File: config.mk
export PLATFORM = sky130hd
export DESIGN_NAME = i2c_slave_buffer_handler
export DESIGN_NICKNAME = d
export VERILOG_FILES = /design/src/hw/rtl/i2csb_pkg.sv /design/src/hw/rtl/i2csb_reply_mem.sv /design/src/hw/rtl/i2csb_event_unit.sv /design/src/hw/rtl/i2c_slave_buffer_handler.sv
export SDC_FILE = /design/constraint.sdc
export NUM_CORES = 1
export LEC_CHECK = 0
export ABC_AREA = 1
export BUFFER_PORTS_ARGS = -buffer_cell sky130_fd_sc_hd__clkbuf_2
export CAP_MARGIN = 5
export CORE_UTILIZATION = 35
export DETAILED_ROUTE_END_ITERATION = 6
export HOLD_SLACK_MARGIN = 0.05
export PLACE_DENSITY = 0.49
export SYNTH_ARGS = -nofsm -noshare
export SYNTH_HDL_FRONTEND = slang
export SYNTH_SLANG_ARGS = --single-unit
File: constraint.sdc
create_clock -name clk_i -period 2.4 [get_ports clk_i]
set_input_delay 0.36 -clock clk_i [delete_from_list [all_inputs] [get_ports clk_i]]
set_output_delay 0.36 -clock clk_i [all_outputs]
set_load 0.01 [all_outputs]
File: src/hw/rtl/i2csb_pkg.sv
// shared types and constants for the two-wire slave buffer handler
// status codes, opcodes, bus actions and the item, result and write structs
// no dependencies
package i2csb_pkg;

  localparam logic [1:0] OP_BUS_EVENT    = 2'd0;
  localparam logic [1:0] OP_REPLY_WRITE  = 2'd1;
  localparam logic [1:0] OP_REPLY_COMMIT = 2'd2;

  localparam logic [7:0] ST_SRX_ADR_ACK   = 8'h60;
  localparam logic [7:0] ST_SRX_DATA_ACK  = 8'h80;
  localparam logic [7:0] ST_SRX_STOP      = 8'hA0;
  localparam logic [7:0] ST_STX_ADR_ACK   = 8'hA8;
  localparam logic [7:0] ST_STX_DATA_ACK  = 8'hB8;
  localparam logic [7:0] ST_STX_DATA_NACK = 8'hC0;
  localparam logic [7:0] ST_NO_STATE      = 8'hF8;
  localparam logic [7:0] ST_BUS_ERROR     = 8'h00;

  localparam logic [1:0] ACT_RELEASE_ACK  = 2'd0;
  localparam logic [1:0] ACT_RELEASE_KEEP = 2'd1;
  localparam logic [1:0] ACT_STOP_REINIT  = 2'd2;

  localparam logic [7:0] TX_FILL_BYTE = 8'hFF;

  typedef struct packed {
    logic [1:0] opcode;
    logic [7:0] bus_status;
    logic [7:0] bus_byte;
    logic [3:0] reply_index;
    logic [7:0] reply_byte;
    logic [7:0] reply_length;
  } item_t;

  typedef struct packed {
    logic       tx_valid;
    logic [7:0] tx_byte;
    logic       rx_valid;
    logic [4:0] rx_index;
    logic [7:0] rx_byte;
    logic       command_ready;
    logic       read_busy;
    logic [1:0] bus_action;
  } result_t;

  typedef struct packed {
    logic       en;
    logic [3:0] idx;
    logic [7:0] data;
  } wr_req_t;

endpackage

File: src/hw/rtl/i2csb_reply_mem.sv
// reply byte store with a registered read port
// the read port follows the next send pointer so the entry at the current
// pointer is always ready; same-edge writes are forwarded. uses i2csb_pkg
module i2csb_reply_mem #(
  parameter int unsigned DEPTH = 16,
  parameter int unsigned PW    = 5
) (
  input  logic                  clk_i,
  input  i2csb_pkg::wr_req_t    wr_i,
  input  logic [PW-1:0]         rd_ptr_i,
  output logic [7:0]            rd_data_o
);

  localparam int unsigned AW = (DEPTH > 1) ? $clog2(DEPTH) : 1;

  logic [7:0] mem [DEPTH];
  logic [7:0] rd_data_q;
  logic       wr_ok;
  logic       fwd;

  assign wr_ok = wr_i.en && (8'(wr_i.idx) < 8'(DEPTH));
  assign fwd   = wr_ok && (8'(wr_i.idx) == 8'(rd_ptr_i));

  always_ff @(posedge clk_i) begin
    if (wr_ok) begin
      mem[AW'(wr_i.idx)] <= wr_i.data;
    end
    if (fwd) begin
      rd_data_q <= wr_i.data;
    end else begin
      rd_data_q <= mem[AW'(rd_ptr_i)];
    end
  end

  assign rd_data_o = rd_data_q;

endmodule

File: src/hw/rtl/i2csb_event_unit.sv
// status event decode and pointer state for the two-wire slave handler
// computes one result per item and updates state when the item advances
// uses i2csb_pkg
module i2csb_event_unit #(
  parameter int unsigned REPLY_DEPTH   = 16,
  parameter int unsigned RECEIVE_DEPTH = 32,
  parameter int unsigned PW            = 5,
  parameter int unsigned RW            = 6
) (
  input  logic                clk_i,
  input  logic                rst_ni,
  input  logic                adv_i,
  input  i2csb_pkg::item_t    item_i,
  input  logic [7:0]          rd_data_i,
  output i2csb_pkg::result_t  result_o,
  output i2csb_pkg::wr_req_t  wr_o,
  output logic [PW-1:0]       send_ptr_d_o,
  output logic                busy_o
);

  logic [PW-1:0] send_ptr_q, send_ptr_d;
  logic [PW-1:0] reply_cnt_q, reply_cnt_d;
  logic [RW-1:0] rcv_ptr_q, rcv_ptr_d;
  logic          rcv_open_q, rcv_open_d;
  logic          addressed_q, addressed_d;
  logic          busy_q, busy_d;
  logic          open_now;
  i2csb_pkg::result_t res;

  always_comb begin
    send_ptr_d  = send_ptr_q;
    reply_cnt_d = reply_cnt_q;
    rcv_ptr_d   = rcv_ptr_q;
    rcv_open_d  = rcv_open_q;
    addressed_d = addressed_q;
    busy_d      = busy_q;
    open_now    = rcv_open_q;
    res         = '0;

    case (item_i.opcode)
      i2csb_pkg::OP_REPLY_WRITE: begin
      end
      i2csb_pkg::OP_REPLY_COMMIT: begin
        // clamp the length to the store depth
        if (32'(item_i.reply_length) > REPLY_DEPTH) begin
          reply_cnt_d = PW'(REPLY_DEPTH);
        end else begin
          reply_cnt_d = PW'(item_i.reply_length);
        end
        busy_d = 1'b1;
      end
      i2csb_pkg::OP_BUS_EVENT: begin
        case (item_i.bus_status)
          i2csb_pkg::ST_STX_ADR_ACK: begin
            send_ptr_d = '0;
            busy_d     = 1'b1;
          end
          i2csb_pkg::ST_STX_DATA_NACK: begin
            busy_d = 1'b0;
          end
          i2csb_pkg::ST_STX_DATA_ACK: begin
            res.tx_valid   = 1'b1;
            res.bus_action = i2csb_pkg::ACT_RELEASE_KEEP;
            if (send_ptr_q >= reply_cnt_q || 32'(send_ptr_q) >= REPLY_DEPTH) begin
              res.tx_byte = i2csb_pkg::TX_FILL_BYTE;
            end else begin
              res.tx_byte = rd_data_i;
              send_ptr_d  = send_ptr_q + PW'(1);
            end
          end
          i2csb_pkg::ST_SRX_STOP: begin
            res.command_ready = addressed_q;
          end
          i2csb_pkg::ST_SRX_ADR_ACK: begin
            rcv_ptr_d   = '0;
            rcv_open_d  = 1'b1;
            addressed_d = 1'b1;
          end
          i2csb_pkg::ST_SRX_DATA_ACK: begin
            // buffer full closes it for the rest of the transaction
            if (32'(rcv_ptr_q) >= RECEIVE_DEPTH) begin
              open_now = 1'b0;
            end
            rcv_open_d = open_now;
            if (open_now) begin
              res.rx_valid = 1'b1;
              res.rx_index = 5'(rcv_ptr_q);
              res.rx_byte  = item_i.bus_byte;
              rcv_ptr_d    = rcv_ptr_q + RW'(1);
            end
          end
          i2csb_pkg::ST_NO_STATE, i2csb_pkg::ST_BUS_ERROR: begin
            busy_d         = 1'b0;
            res.bus_action = i2csb_pkg::ACT_STOP_REINIT;
          end
          default: begin
          end
        endcase
      end
      default: begin
      end
    endcase

    res.read_busy = busy_d;
  end

  always_ff @(posedge clk_i or negedge rst_ni) begin
    if (!rst_ni) begin
      send_ptr_q  <= '0;
      reply_cnt_q <= '0;
      rcv_ptr_q   <= '0;
      rcv_open_q  <= 1'b0;
      addressed_q <= 1'b0;
      busy_q      <= 1'b0;
    end else if (adv_i) begin
      send_ptr_q  <= send_ptr_d;
      reply_cnt_q <= reply_cnt_d;
      rcv_ptr_q   <= rcv_ptr_d;
      rcv_open_q  <= rcv_open_d;
      addressed_q <= addressed_d;
      busy_q      <= busy_d;
    end
  end

  assign result_o     = res;
  assign wr_o.en      = adv_i && (item_i.opcode == i2csb_pkg::OP_REPLY_WRITE);
  assign wr_o.idx     = item_i.reply_index;
  assign wr_o.data    = item_i.reply_byte;
  assign send_ptr_d_o = adv_i ? send_ptr_d : send_ptr_q;
  assign busy_o       = busy_q;

endmodule

File: src/hw/rtl/i2c_slave_buffer_handler.sv
// an accepted item is held in the item register; its result is loaded into the
// output register once the output is free. throughput: one item per cycle
// unless the output stalls; the reply store read port is prefetched at the next
// send pointer so a data acknowledge never waits on the memory
// reset: asynchronous, active low; pointers, counts and flags clear to zero,
// the reply store is not cleared and reads undefined until written
module i2c_slave_buffer_handler #(
  parameter int unsigned REPLY_DEPTH   = 16,
  parameter int unsigned RECEIVE_DEPTH = 32
) (
  input  logic        clk_i,
  input  logic        rst_ni,
  input  logic        s_axis_tvalid,
  output logic        s_axis_tready,
  // bus_status [7:0], bus_byte [15:8], reply_index [19:16], reply_byte [27:20],
  // reply_length [35:28], zero [39:36]
  input  logic [39:0] s_axis_tdata,
  // opcode [1:0]
  input  logic [1:0]  s_axis_tuser,
  output logic        m_axis_tvalid,
  input  logic        m_axis_tready,
  // tx_valid [0], tx_byte [8:1], rx_valid [9], rx_index [14:10], rx_byte [22:15],
  // command_ready [23], read_busy [24], bus_action [26:25], zero [31:27]
  output logic [31:0] m_axis_tdata
);

  localparam int unsigned PW = $clog2(REPLY_DEPTH + 1);
  localparam int unsigned RW = $clog2(RECEIVE_DEPTH + 1);

  i2csb_pkg::item_t   item_q;
  logic               item_v_q;
  i2csb_pkg::result_t out_q;
  logic               out_v_q;
  i2csb_pkg::result_t result;
  i2csb_pkg::wr_req_t wr_req;
  logic [PW-1:0]      send_ptr_d;
  logic [7:0]         rd_data;
  logic               busy;
  logic               s_fire;
  logic               adv;

  assign adv           = item_v_q && (!out_v_q || m_axis_tready);
  assign s_axis_tready = !item_v_q || adv;
  assign s_fire        = s_axis_tvalid && s_axis_tready;

  always_ff @(posedge clk_i or negedge rst_ni) begin
    if (!rst_ni) begin
      item_v_q <= 1'b0;
      out_v_q  <= 1'b0;
    end else begin
      if (s_fire) begin
        item_v_q <= 1'b1;
      end else if (adv) begin
        item_v_q <= 1'b0;
      end
      if (adv) begin
        out_v_q <= 1'b1;
      end else if (m_axis_tready) begin
        out_v_q <= 1'b0;
      end
    end
  end

  always_ff @(posedge clk_i) begin
    if (s_fire) begin
      item_q.opcode       <= s_axis_tuser;
      item_q.bus_status   <= s_axis_tdata[7:0];
      item_q.bus_byte     <= s_axis_tdata[15:8];
      item_q.reply_index  <= s_axis_tdata[19:16];
      item_q.reply_byte   <= s_axis_tdata[27:20];
      item_q.reply_length <= s_axis_tdata[35:28];
    end
    if (adv) begin
      out_q <= result;
    end
  end

  i2csb_event_unit #(
    .REPLY_DEPTH  (REPLY_DEPTH),
    .RECEIVE_DEPTH(RECEIVE_DEPTH),
    .PW           (PW),
    .RW           (RW)
  ) u_event (
    .clk_i       (clk_i),
    .rst_ni      (rst_ni),
    .adv_i       (adv),
    .item_i      (item_q),
    .rd_data_i   (rd_data),
    .result_o    (result),
    .wr_o        (wr_req),
    .send_ptr_d_o(send_ptr_d),
    .busy_o      (busy)
  );

  i2csb_reply_mem #(
    .DEPTH(REPLY_DEPTH),
    .PW   (PW)
  ) u_reply_mem (
    .clk_i    (clk_i),
    .wr_i     (wr_req),
    .rd_ptr_i (send_ptr_d),
    .rd_data_o(rd_data)
  );

  assign m_axis_tvalid = out_v_q;
  assign m_axis_tdata  = {5'd0, out_q.bus_action, out_q.read_busy, out_q.command_ready,
                          out_q.rx_byte, out_q.rx_index, out_q.rx_valid,
                          out_q.tx_byte, out_q.tx_valid};

  // a commit always leaves the reply pending
  assert property (@(posedge clk_i) disable iff (!rst_ni)
    adv && item_q.opcode == i2csb_pkg::OP_REPLY_COMMIT |=> busy)
    else $error("reply commit did not set busy");

  // a transmitted byte always keeps the ack released
  assert property (@(posedge clk_i) disable iff (!rst_ni)
    out_v_q && out_q.tx_valid |-> out_q.bus_action == i2csb_pkg::ACT_RELEASE_KEEP)
    else $error("tx byte without keep-ack action");

  // one event never both stores and sends a byte
  assert property (@(posedge clk_i) disable iff (!rst_ni)
    out_v_q |-> !(out_q.tx_valid && out_q.rx_valid))
    else $error("tx and rx in one result");

  // the reported busy flag matches the state after the item
  assert property (@(posedge clk_i) disable iff (!rst_ni)
    adv |=> out_q.read_busy == busy)
    else $error("read_busy differs from busy state");

endmodule
==> results of run 1 <==
worst paths after layout:
| path | startpoint | to | slack [ns] | cells past startpoint |
|---|---|---|---|---|
| max | u_event.send_ptr_q[4]$_DFF_PN0_ | u_reply_mem.rd_data_o[1]$_DFF_P_ | 0.006 | 17 |
| min | m_axis_tready | m_axis_tvalid$_DFFE_PN0P_ | 0.12 | 4 |
| max reg2reg | u_event.send_ptr_q[4]$_DFF_PN0_ | u_reply_mem.rd_data_o[1]$_DFF_P_ | 0.006 | 17 |
| min reg2reg | u_event.addressed_q$_DFFE_PN0P_ | u_event.addressed_q$_DFFE_PN0P_ | 0.46 | 2 |
| max in group asynchronous | rst_ni | u_event.rcv_ptr_q[1]$_DFFE_PN0P_ | 1.59 | 2 |
| min in group asynchronous | rst_ni | item_v_q$_DFFE_PN0P_ | 0.39 | 2 |
worst reg2reg max path, stage by stage (launching register included):
cell,delay (ns)
dfrtp_1,0.38
ha_1,0.31
nand2_1,0.08
inv_2,0.04
nand3_2,0.09
nand3_4,0.12
nor2_4,0.19
nand2_4,0.09
nand2_8,0.15
nand2_8,0.12
clkbuf_16,0.20
nand2_2,0.07
nand3_2,0.06
nand3_2,0.10
nand3_2,0.11
nand2_2,0.10
nand2_2,0.06
nand2_2,0.07
cell families after synthesis:
| kind of cell | count (synthesis) | share of synthesized area, % |
|---|---|---|
| simple gates | 440 | 22.4 |
| fa+ha+maj | 8 | 1.03 |
| flops | 221 | 66.5 |
| compound gates | 25 | 1.60 |
| buf+inv | 188 | 8.49 |
| other cells | 1 | 0.0386 |
cells in the mapped netlist (all sizes together):
master,count
clkbuf,3
clkinv,1
nor2,48
o211ai,1
nand3b,48
o21a,1
and3,1
nor4,2
dfrtp,21
edfxtp,192
nor3b,2
nor3,10
ha,8
nand3,153
nand4,12
o22ai,1
or3,1
a21oi,6
inv,148
o21ai,15
o31ai,1
buf,36
dfxtp,8
nand2,163
conb,1
cell type report:
| class | instances | share of cell area, % |
|---|---|---|
| clock buffers | 26 | 5.01 |
| clock inverters | 20 | 1.34 |
| inverters | 149 | 4.55 |
| flip-flops and latches | 221 | 50.6 |
| repair buffers | 182 | 12.1 |
| multi-input cells | 479 | 22.7 |
| well taps | 372 | 3.65 |
layer usage:
layer / vias up / GRT usage (%)
met5: - / 0
met4: 0 / 3.87
met3: 37 / 2.36
met2: 152 / 25.9
met1: 3143 / 23.5
li1: 3325 / -
power groups by stage:
stage          clock network [W]  registers (W)  logic, W
2_1_floorplan                  0        0.00455  0.000373
3_3_place_gp                   0        0.00458  0.000653
3_5_place_dp                   0        0.00458  0.000658
4_1_cts                  0.00383        0.00450  0.000731
5_1_grt                  0.00398        0.00451  0.000915
6_report                 0.00374        0.00449  0.000827
flip-flops by register name, summed over array words and instances (netlist names):
name	flops
u_event.rcv_open_q	1
item_q	38
u_reply_mem.rd_data_o	8
u_reply_mem.mem	128
u_event.rcv_ptr_q	6
u_event.reply_cnt_q	5
u_event.addressed_q	1
m_axis_tvalid	1
u_event.busy_o	1
item_v_q	1
m_axis_tdata	26
u_event.send_ptr_q	5
through the flow:
| step | cells | total power (W) | instance area, um^2 |
|---|---|---|---|
| floorplan | 887 | 0.00492 | 9720 |
| global placement | 1350 | 0.00523 | 10800 |
| detailed placement | 1350 | 0.00523 | 10800 |
| CTS | 1437 | 0.00906 | 12100 |
| global route | 1449 | 0.00941 | 12800 |
| finish | 1449 | 0.00906 | 12800 |
timing repair:
| action | CTS | global route |
|---|---|---|
| pin swaps | 4 | 57 |
| endpoints found under the setup margin | 8 | 8 |
| hold endpoints to repair | 60 | 0 |
| setup buffers | 0 | 4 |
| hold buffers | 40 | 0 |
| resized for setup | 21 | 100 |
| cloned | 1 | 8 |
==> flow_metrics.tcl, run 1 <==
set metrics [dict create \
    status "complete, no violations" \
    fmax_mhz 418 \
    ys_seq_elements 221 \
    numCtsBuffers 25 \
    worst-slew-pin-transition_ns 0.805 \
    highest_layer "met4" \
    gp_congestion 0.809 \
    hold_path.class "input pin to flip-flop" \
    die_x_um 169 \
    synth_top_cell_area_share_pct 59.4 \
    grt_max_degree 39 \
    power_density_nw_per_um2 711 \
    num_antenna_cells 0 \
    setup_violations 0 \
    antenna_found_initial 0 \
    rows 60 \
    ios 80 \
    criticalPathCategory "flip-flop to flip-flop" \
    ir_drop_mv 0.487 \
    timing.max_cap.violations 0 \
    overflow 0 \
    wl_met1_um 11300 \
    rsz0062_at_grt "yes" \
    seqPwrFrac_pct 49.6 \
    final_util_pct 47.1 \
    critical_path_buf_inv_count 2 \
    drt-initial-drc-count 480 \
    hold_violations 0 \
    cts_root_buf "clkbuf_16" \
    grtUsageTotal_pct 16.3 \
    grt_pass1_vias 6125 \
    dp_hpwl_um 14500 \
    num_vias 6657 \
    die_y_um 169 \
    core-area_um2 27100 \
    routed-wl-met3_um 887 \
    maxSlewHeadroom_pct 46.3 \
    holdWs_ns 0.121 \
    cp.required_ns 2.86 \
    period_needed_ns 2.39 \
    yosysTopAreaCell "edfxtp_1" \
    slew_violations 0 \
    pwr-share-clk_pct 41.3 \
    viasPerCell 4.59 \
    cp-start-kind "flip-flop" \
    swShare_pct 24.1 \
    finClkSkew_ns 0.0187 \
    drive_gt1_share_pct 27.5 \
    area_delta_synth_final_pct 31.4 \
    start_util_pct 35.8 \
    fill_cells 2478 \
    avgRoutedWirePerCell_um 16.4 \
    final_cell_mix "edfxtp_1 (192), inv_1 (138), nand2_1 (125), nand3_1 (100), clkbuf_2 (70)" \
    dr.pass1.iters 7 \
    slowest_delay_ns 0.38 \
    yosysSeqAreaShare_pct 66.5 \
    nets 1112 \
    postSynthAreaPerCell_um2 11.0 \
    htreeDepth 1 \
    port_buffers 70 \
    synth.area.top_cells "edfxtp_1 (59%), nand3_1 (7.8%), nand2_1 (6.0%)" \
    crit_path_end_kind "flip-flop" \
    drc 0 \
    worstPathArrival_ns 2.86 \
    cts_tree "built" \
    multi_input_area_um2 2900 \
    ctsLongestPathBuffers 3 \
    postRouteAntennaNets 0 \
    worst_slack_ns 0.00560 \
    crit_fanout 7 \
    cts.sinks 221 \
    tns_ns 0 \
    combPwrFrac_pct 9.1 \
    totalWireLength_um 23800 \
    met2WireLength_um 11200 \
    yosysUniqueCellTypes 37 \
    internal-power_w 0.00688 \
    ys_warn_count 0 \
    leakagePower_nw 5.43 \
    dieArea_um2 28400 \
    syn_inst 883 \
    crit_chain "ha_1 -> nand2_1 -> inv_2 -> nand3_2 -> nand3_4 -> nor2_4 -> nand2_4 -> nand2_8 -> nand2_8 -> clkbuf_16 -> nand2_2 -> nand3_2 -> nand3_2 -> nand3_2 -> nand2_2 -> nand2_2 -> nand2_2" \
    fin_crit_sh_pct 99.8 \
    p_sw_w 0.00219 \
    pre_cts_slack_ns -0.184 \
    syn_area_um2 9710 \
    clk_pin_slew_worst_paths_ns 0.06 \
    crit_family "simple AND/OR/NAND/NOR gates" \
    clk_latency_ns 0.53 \
    grt_pass1_wl_um 35300 \
    seq_area_um2 6450 \
    cp_slowest_cell "dfrtp_1" \
    final_common_cell "edfxtp_1" \
]
Note: power is estimated with default switching activity, not from simulation.
==> run 2, diff against run 1 <==
- CELL_PAD_IN_SITES_DETAIL_PLACEMENT: unset -> 0
- CELL_PAD_IN_SITES_GLOBAL_PLACEMENT: unset -> 1
- PLACE_DENSITY: 0.49 -> 0.59
- clock period: 2.4 -> 2.6 ns (I/O delays scaled with it)
==> run 2 against run 1 <==
  * Non-clock buffer count fell by 28
  * Critical path depth shrank 2
  * Sequential share of layout area increased by 3.4 points
  * Critical path type unchanged
  * Critical endpoint is now u_reply_mem.rd_data_o[5]$_DFF_P_
==> flow_metrics.tcl, run 2 (synthesized netlist as in run 1, its figures left out) <==
set metrics [dict create \
    status "complete, no violations" \
    final_cell_mix "edfxtp_1 (192), nand3_1 (150), nand2_1 (148), inv_1 (142), clkbuf_2 (70)" \
    worst-slew-pin-transition_ns 0.893 \
    routed-wl-met3_um 922 \
    hold_violations 0 \
    cp.required_ns 3.01 \
    cts.sinks 221 \
    min-delay-start "s_axis_tvalid" \
    cts_tree "built" \
    clk_latency_ns 0.52 \
    worstPathArrival_ns 2.86 \
    grt_pass1_vias 6108 \
    largest_reg_flops 128 \
    die_x_um 169 \
    highest_layer "met4" \
    final_util_pct 44.1 \
    maxSlewHeadroom_pct 40.5 \
    timing.max_cap.violations 0 \
    drive_gt1_share_pct 17.6 \
    nets 1083 \
    num_vias 6377 \
    r2r-start "u_event.send_ptr_q[3]$_DFF_PN0_" \
    fmax_mhz 409 \
    final_common_cell "edfxtp_1" \
    ios 80 \
    drc 0 \
    placedCellCount 1333 \
    criticalPathCategory "flip-flop to flip-flop" \
    viasPerCell 4.49 \
    worst_r2r_endpoint "u_reply_mem.rd_data_o[5]$_DFF_P_" \
    grtUsageTotal_pct 16.0 \
    rows 60 \
    wl_met1_um 10900 \
    crit_fanout 64 \
    slew_violations 0 \
    period_needed_ns 2.45 \
    dr.pass1.iters 5 \
    antenna_found_initial 0 \
    drt-initial-drc-count 357 \
    ctsLongestPathBuffers 3 \
    slowest_delay_ns 0.41 \
    fin_crit_sh_pct 94.1 \
    setup_violations 0 \
    dieArea_um2 28400 \
    grt_pass1_wl_um 34400 \
    start_util_pct 35.8 \
    port_buffers 70 \
    avgRoutedWirePerCell_um 15.9 \
    dp_hpwl_um 14200 \
    r2r_slack_ns 0.15 \
    core-area_um2 27100 \
    gp_congestion 0.795 \
    seq_area_um2 6450 \
    hold_path.class "input pin to flip-flop" \
    grt_max_degree 65 \
    multi_input_area_um2 2490 \
    holdWs_ns 0.0812 \
    numCtsBuffers 25 \
    cp_slowest_cell "dfrtp_1" \
    top_register "u_reply_mem.mem" \
    postRouteAntennaNets 0 \
    totalWireLength_um 22500 \
    ir_drop_mv 0.436 \
    crit_chain "ha_1 -> nand2_1 -> inv_1 -> nand3_2 -> nand3_4 -> o21ai_2 -> nand2_2 -> buf_12 -> nand3_1 -> nand3_1 -> nand3_1 -> nand3_1 -> nand2_1 -> nand2_1 -> nand2_1" \
    finClkSkew_ns 0.00781 \
    cp-start-kind "flip-flop" \
    hold_end "item_v_q$_DFFE_PN0P_" \
    crit_path_end_kind "flip-flop" \
    overflow 0 \
    met2WireLength_um 10200 \
    die_y_um 169 \
    area_delta_synth_final_pct 23.1 \
    clk_pin_slew_worst_paths_ns 0.06 \
    htreeDepth 1 \
    whs_path_depth 3 \
    leakagePower_nw 5.04 \
    reg2regPathDepth 15 \
    fill_cells 2557 \
    cts_root_buf "clkbuf_16" \
    layout.cells.non_filler 1421 \
    power_density_nw_per_um2 681 \
]
-- run 2: area by class of cell --
type	count	area share (%)
antenna	1	0.0209
sequential	221	54.0
tap	372	3.90
timing repair buffer	154	9.90
clock inverter	11	0.911
clock buffer	35	5.64
multi-input combinational	478	20.9
inverter	149	4.78
-- run 2: report_power, final --
group	internal (W)	total, W	switching [W]
clock	0.00200	0.00334	0.00134
combinational	0.000245	0.000643	0.000398
sequential	0.00404	0.00415	0.000115
total	0.00628	0.00813	0.00185
-- run 2: worst max-delay path by stage --
stage | start | end | slack [ns]
detailed placement | u_event.send_ptr_q[0]$_DFF_PN0_ | u_reply_mem.rd_data_o[1]$_DFF_P_ | -0.02
floorplan | m_axis_tvalid$_DFFE_PN0P_ | u_reply_mem.mem[0][0]$_DFFE_PP_ | 0.37
global placement | u_event.send_ptr_q[0]$_DFF_PN0_ | u_reply_mem.rd_data_o[1]$_DFF_P_ | -0.02
global route | u_event.send_ptr_q[0]$_DFF_PN0_ | u_reply_mem.rd_data_o[5]$_DFF_P_ | -0.007
finish | u_event.send_ptr_q[3]$_DFF_PN0_ | u_reply_mem.rd_data_o[5]$_DFF_P_ | 0.15
CTS | u_event.send_ptr_q[3]$_DFF_PN0_ | u_reply_mem.rd_data_o[1]$_DFF_P_ | 0.06
-- run 2: layer usage --
layer / global-route usage (%) / vias up
met4: 5.53 / 0
met5: 0 / -
met2: 25.1 / 139
met1: 22.6 / 2932
met3: 2.57 / 43
li1: - / 3263
-- run 2: metrics by stage --
step                      area [um^2]  setup TNS (ns)  power, W  setup WS, ns
after floorplan                  9720               0   0.00455         0.370
after global placement          10700         -0.0297   0.00482       -0.0230
after detailed placement        10700         -0.0175   0.00482       -0.0175
after CTS                       11800               0   0.00824        0.0571
after global routing            11900         -0.0180   0.00845      -0.00748
final                           11900               0   0.00813         0.153
-- run 2: timing repair --
item,4_1_cts,5_1_grt
resized for setup,1,14
pin swaps,0,5
gates cloned,0,1
setup endpoints to repair,6,8
endpoints found under the hold margin,59,0
hold buffers,39,0
buffers inserted,0,1
-- run 2: critical path: cells and delay by family (launching register included) --
family / cells / cell delay (ns)
adder cells (fa/ha/maj): 1 / 0.29
buffers and inverters: 2 / 0.38
AO/OA/AOI/OAI: 1 / 0.07
AND/OR/NAND/NOR: 11 / 1.16
flip-flops: 1 / 0.41
==> run 3, diff against run 2 <==
- ABC_CLOCK_PERIOD_IN_PS: unset -> 2600
- CORE_UTILIZATION: 35 -> 47
- PLACE_DENSITY: 0.59 -> 0.77
- SYNTH_HIERARCHICAL: unset -> 1
==> run 3 against run 2 <==
  * The run now ends with setup timing left
  * Core utilization up 15 points
  * Clock power up 6.0%
  * Power down 1.9%
  * Via count up 0.91%
  * Highest routed layer unchanged
  * Largest cell class unchanged
  * Count of clock-buffer cells in the layout down 10
  * Flip-flop and latch count up 1
  * Routed wire length down 10%
  * Critical path depth up 4
  * Worst setup slack worse by 0.16 ns
  * Maximum frequency down 6.1%
==> flow_metrics.tcl, run 3 <==
set metrics [dict create \
    cp.required_ns 3.01 \
    fin_crit_sh_pct 100 \
    ios 80 \
    synth_edf_count 193 \
    hold_path.class "input pin to flip-flop" \
    dr.pass1.iters 5 \
    worst_slack_ns -0.00518 \
    postRouteAntennaNets 0 \
    synth_top_cell_area_share_pct 59.9 \
    crit_fanout 12 \
    rsz0062_at_grt "yes" \
    crit_chain "inv_2 -> ha_1 -> o21ai_1 -> nor2_2 -> nor2_2 -> buf_4 -> nand2_1 -> a21oi_2 -> nor2_4 -> buf_4 -> buf_4 -> nand2_1 -> nand2_1 -> nand2_1 -> nand3_1 -> nand3_1 -> nand2_1 -> nand2_1 -> nand2_1" \
    placedCellCount 1271 \
    drc 0 \
    timing.max_cap.violations 0 \
    largest_reg_flops 128 \
    whs_path_depth 3 \
    syn_inst 922 \
    totalWireLength_um 20200 \
    worstPathArrival_ns 3.01 \
    final_common_cell "nand2_1" \
    num_vias 6435 \
    power.total_w 0.00798 \
    r2r_slack_ns -0.005 \
    multi_input_area_um2 2370 \
    top_register "u_reply_mem/mem" \
    maxSlewHeadroom_pct 50.4 \
    core-area_um2 20200 \
    criticalPathCategory "flip-flop to flip-flop" \
    rows 52 \
    synthFlopType "edfxtp_1" \
    postSynthAreaPerCell_um2 10.5 \
    layout.cells.non_filler 1360 \
    worst_r2r_endpoint "u_reply_mem/rd_data_o[3]$_DFF_P_" \
    grt_pass1_wl_um 31700 \
    dp_hpwl_um 12800 \
    crit_family "simple AND/OR/NAND/NOR gates" \
    pre_cts_slack_ns -0.0663 \
    grt_max_degree 26 \
    htreeDepth 1 \
    cp_slowest_cell "dfrtp_1" \
    final_cell_mix "nand2_1 (262), edfxtp_1 (193), inv_1 (145), nand3_1 (109), clkbuf_2 (70)" \
    slew_violations 0 \
    area_delta_synth_final_pct 23.1 \
    tns_ns -0.0106 \
    seq_area_um2 6480 \
    antenna_found_initial 0 \
    start_util_pct 47.8 \
    fmax_mhz 384 \
    cts_root_buf "clkbuf_16" \
    power_density_nw_per_um2 670 \
    die_x_um 145 \
    status "finished with violations" \
    setup_violations 3 \
    overflow 0 \
    ctsLongestPathBuffers 3 \
    fill_cells 1687 \
    critPathMostFrequentCell "nand2_1" \
    yosysTopAreaCell "edfxtp_1" \
    ir_drop_mv 0.569 \
    violations "setup timing" \
    ys_seq_elements 222 \
    numCtsBuffers 24 \
    syn_area_um2 9670 \
    reg2regPathDepth 19 \
    cp-start-kind "flip-flop" \
    synth.area.top_cells "edfxtp_1 (60%), nand2_1 (10%), nand3_1 (5.8%)" \
    finClkSkew_ns 0.00915 \
    num_antenna_cells 0 \
    gp_congestion 0.810 \
    slowest_delay_ns 0.36 \
    period_needed_ns 2.61 \
    critical_path_buf_inv_count 4 \
    hold_violations 0 \
    grtUsageTotal_pct 19.4 \
    clk_latency_ns 0.52 \
    grt_pass1_vias 6117 \
    port_buffers 70 \
    drt-initial-drc-count 384 \
    nets 1126 \
    dieArea_um2 21200 \
    die_y_um 145 \
    leakagePower_nw 5.26 \
    yosysUniqueCellTypes 35 \
    yosys.cell_count.top_type "nand2_1" \
    drive_gt1_share_pct 20.3 \
    yosysSeqAreaShare_pct 67.0 \
    async_reset_ff_share_pct 9.46 \
    holdWs_ns 0.0717 \
    clk_pin_slew_worst_paths_ns 0.06 \
    cts_tree "built" \
    crit_path_end_kind "flip-flop" \
    hold_end "item_v_q$_DFFE_PN0P_" \
    viasPerCell 4.73 \
    cts.sinks 222 \
    r2r-start "u_event/send_ptr_q[0]$_DFF_PN0_" \
    ys_warn_count 6 \
    min-delay-start "s_axis_tvalid" \
    netlist_top_cells_count "nand2_1 (266), edfxtp_1 (193), inv_1 (149)" \
    avgRoutedWirePerCell_um 14.8 \
    worst-slew-pin-transition_ns 0.744 \
]
-- run 3: cell types whose count changed after synthesis, sizes merged, moves of 2 or more --
| cell | change |
|---|---|
| nor3 | -3 |
| xor2 | +4 |
| inv | +10 |
| o21ai | +6 |
| nor3b | -2 |
| nand4 | -10 |
| nand3b | -47 |
| clkbuf | -2 |
| buf | +7 |
| nor4 | -2 |
| nand3 | -38 |
| nand2 | +110 |
| nor2 | +6 |
-- run 3: worst max path at each step --
stage / start / end / slack [ns] / cells past startpoint
floorplan: m_axis_tvalid$_DFFE_PN0P_ / u_reply_mem/rd_data_o[0]$_DFF_P_ / 0.0002 / 16
global placement: u_event/send_ptr_q[4]$_DFF_PN0_ / u_reply_mem/rd_data_o[3]$_DFF_P_ / -0.03 / 19
detailed placement: u_event/send_ptr_q[0]$_DFF_PN0_ / u_reply_mem/rd_data_o[4]$_DFF_P_ / -0.07 / 19
CTS: u_event/reply_cnt_q[4]$_DFFE_PN0P_ / u_reply_mem/rd_data_o[4]$_DFF_P_ / 0.001 / 20
global route: u_event/reply_cnt_q[4]$_DFFE_PN0P_ / u_reply_mem/rd_data_o[2]$_DFF_P_ / -0.17 / 20
finish: u_event/send_ptr_q[0]$_DFF_PN0_ / u_reply_mem/rd_data_o[3]$_DFF_P_ / -0.005 / 19
-- run 3: final cells by class --
class	instances	area share [%]
Sequential cell	222	54.4
Clock buffer	25	5.08
Timing Repair Buffer	164	10.7
Inverter	159	5.11
Clock inverter	19	1.94
Multi-Input combinational cell	501	19.9
Tap cell	270	2.84
-- run 3: repair_timing --
action                                  in CTS  in global routing
endpoints found under the hold margin       59                  0
endpoints found under the setup margin       8                  8
hold buffers                                39                  0
gates cloned                                 1                  2
pin swaps                                    1                 10
gates resized for setup                      8                 17
setup buffers                                1                  3
-- run 3: kinds of logic after synthesis --
family,count (synthesis),synth area share [%]
AND/OR/NAND/NOR,453,20.6
AO/OA/AOI/OAI,31,1.68
flip-flops,222,67.0
buffers and inverters,203,9.25
other,1,0.0388
XOR/XNOR,4,0.362
adder cells (fa/ha/maj),8,1.03
-- run 3: report_power, final --
group | switching [W] | total (W) | internal, W | leakage [nW]
Combinational | 0.000222 | 0.000380 | 0.000158 | 2.74
Sequential | 0.0000777 | 0.00406 | 0.00398 | 2.11
Clock | 0.00135 | 0.00354 | 0.00219 | 0.408
Total | 0.00165 | 0.00798 | 0.00633 | 5.26
-- run 3: layer usage --
| metal | track usage (%) | wire (um) | vias up |
|---|---|---|---|
| met3 | 3.07 | 1030 | 41 |
| met2 | 32.4 | 9590 | 167 |
| met4 | 6.58 | 548 | 0 |
| li1 | - | - | 3261 |
| met5 | 0 | 0 | - |
| met1 | 25.8 | 9020 | 2966 |
-- run 3: metrics by stage --
step | cell area [um^2] | utilization, %
floorplan | 9700 | -
global placement | 10500 | 52.0
detailed placement | 10500 | 52.0
CTS | 11800 | 58.3
global route | 11900 | 58.8
finish | 11900 | 58.8
-- run 3: worst reg2reg max path, stage by stage, from the launching register on --
cell	delay, ns
dfrtp_1	0.36
inv_2	0.06
ha_1	0.28
o21ai_1	0.16
nor2_2	0.06
nor2_2	0.15
buf_4	0.17
nand2_1	0.07
a21oi_2	0.18
nor2_4	0.09
buf_4	0.13
buf_4	0.17
nand2_1	0.07
nand2_1	0.05
nand2_1	0.09
nand3_1	0.08
nand3_1	0.14
nand2_1	0.09
nand2_1	0.06
nand2_1	0.04
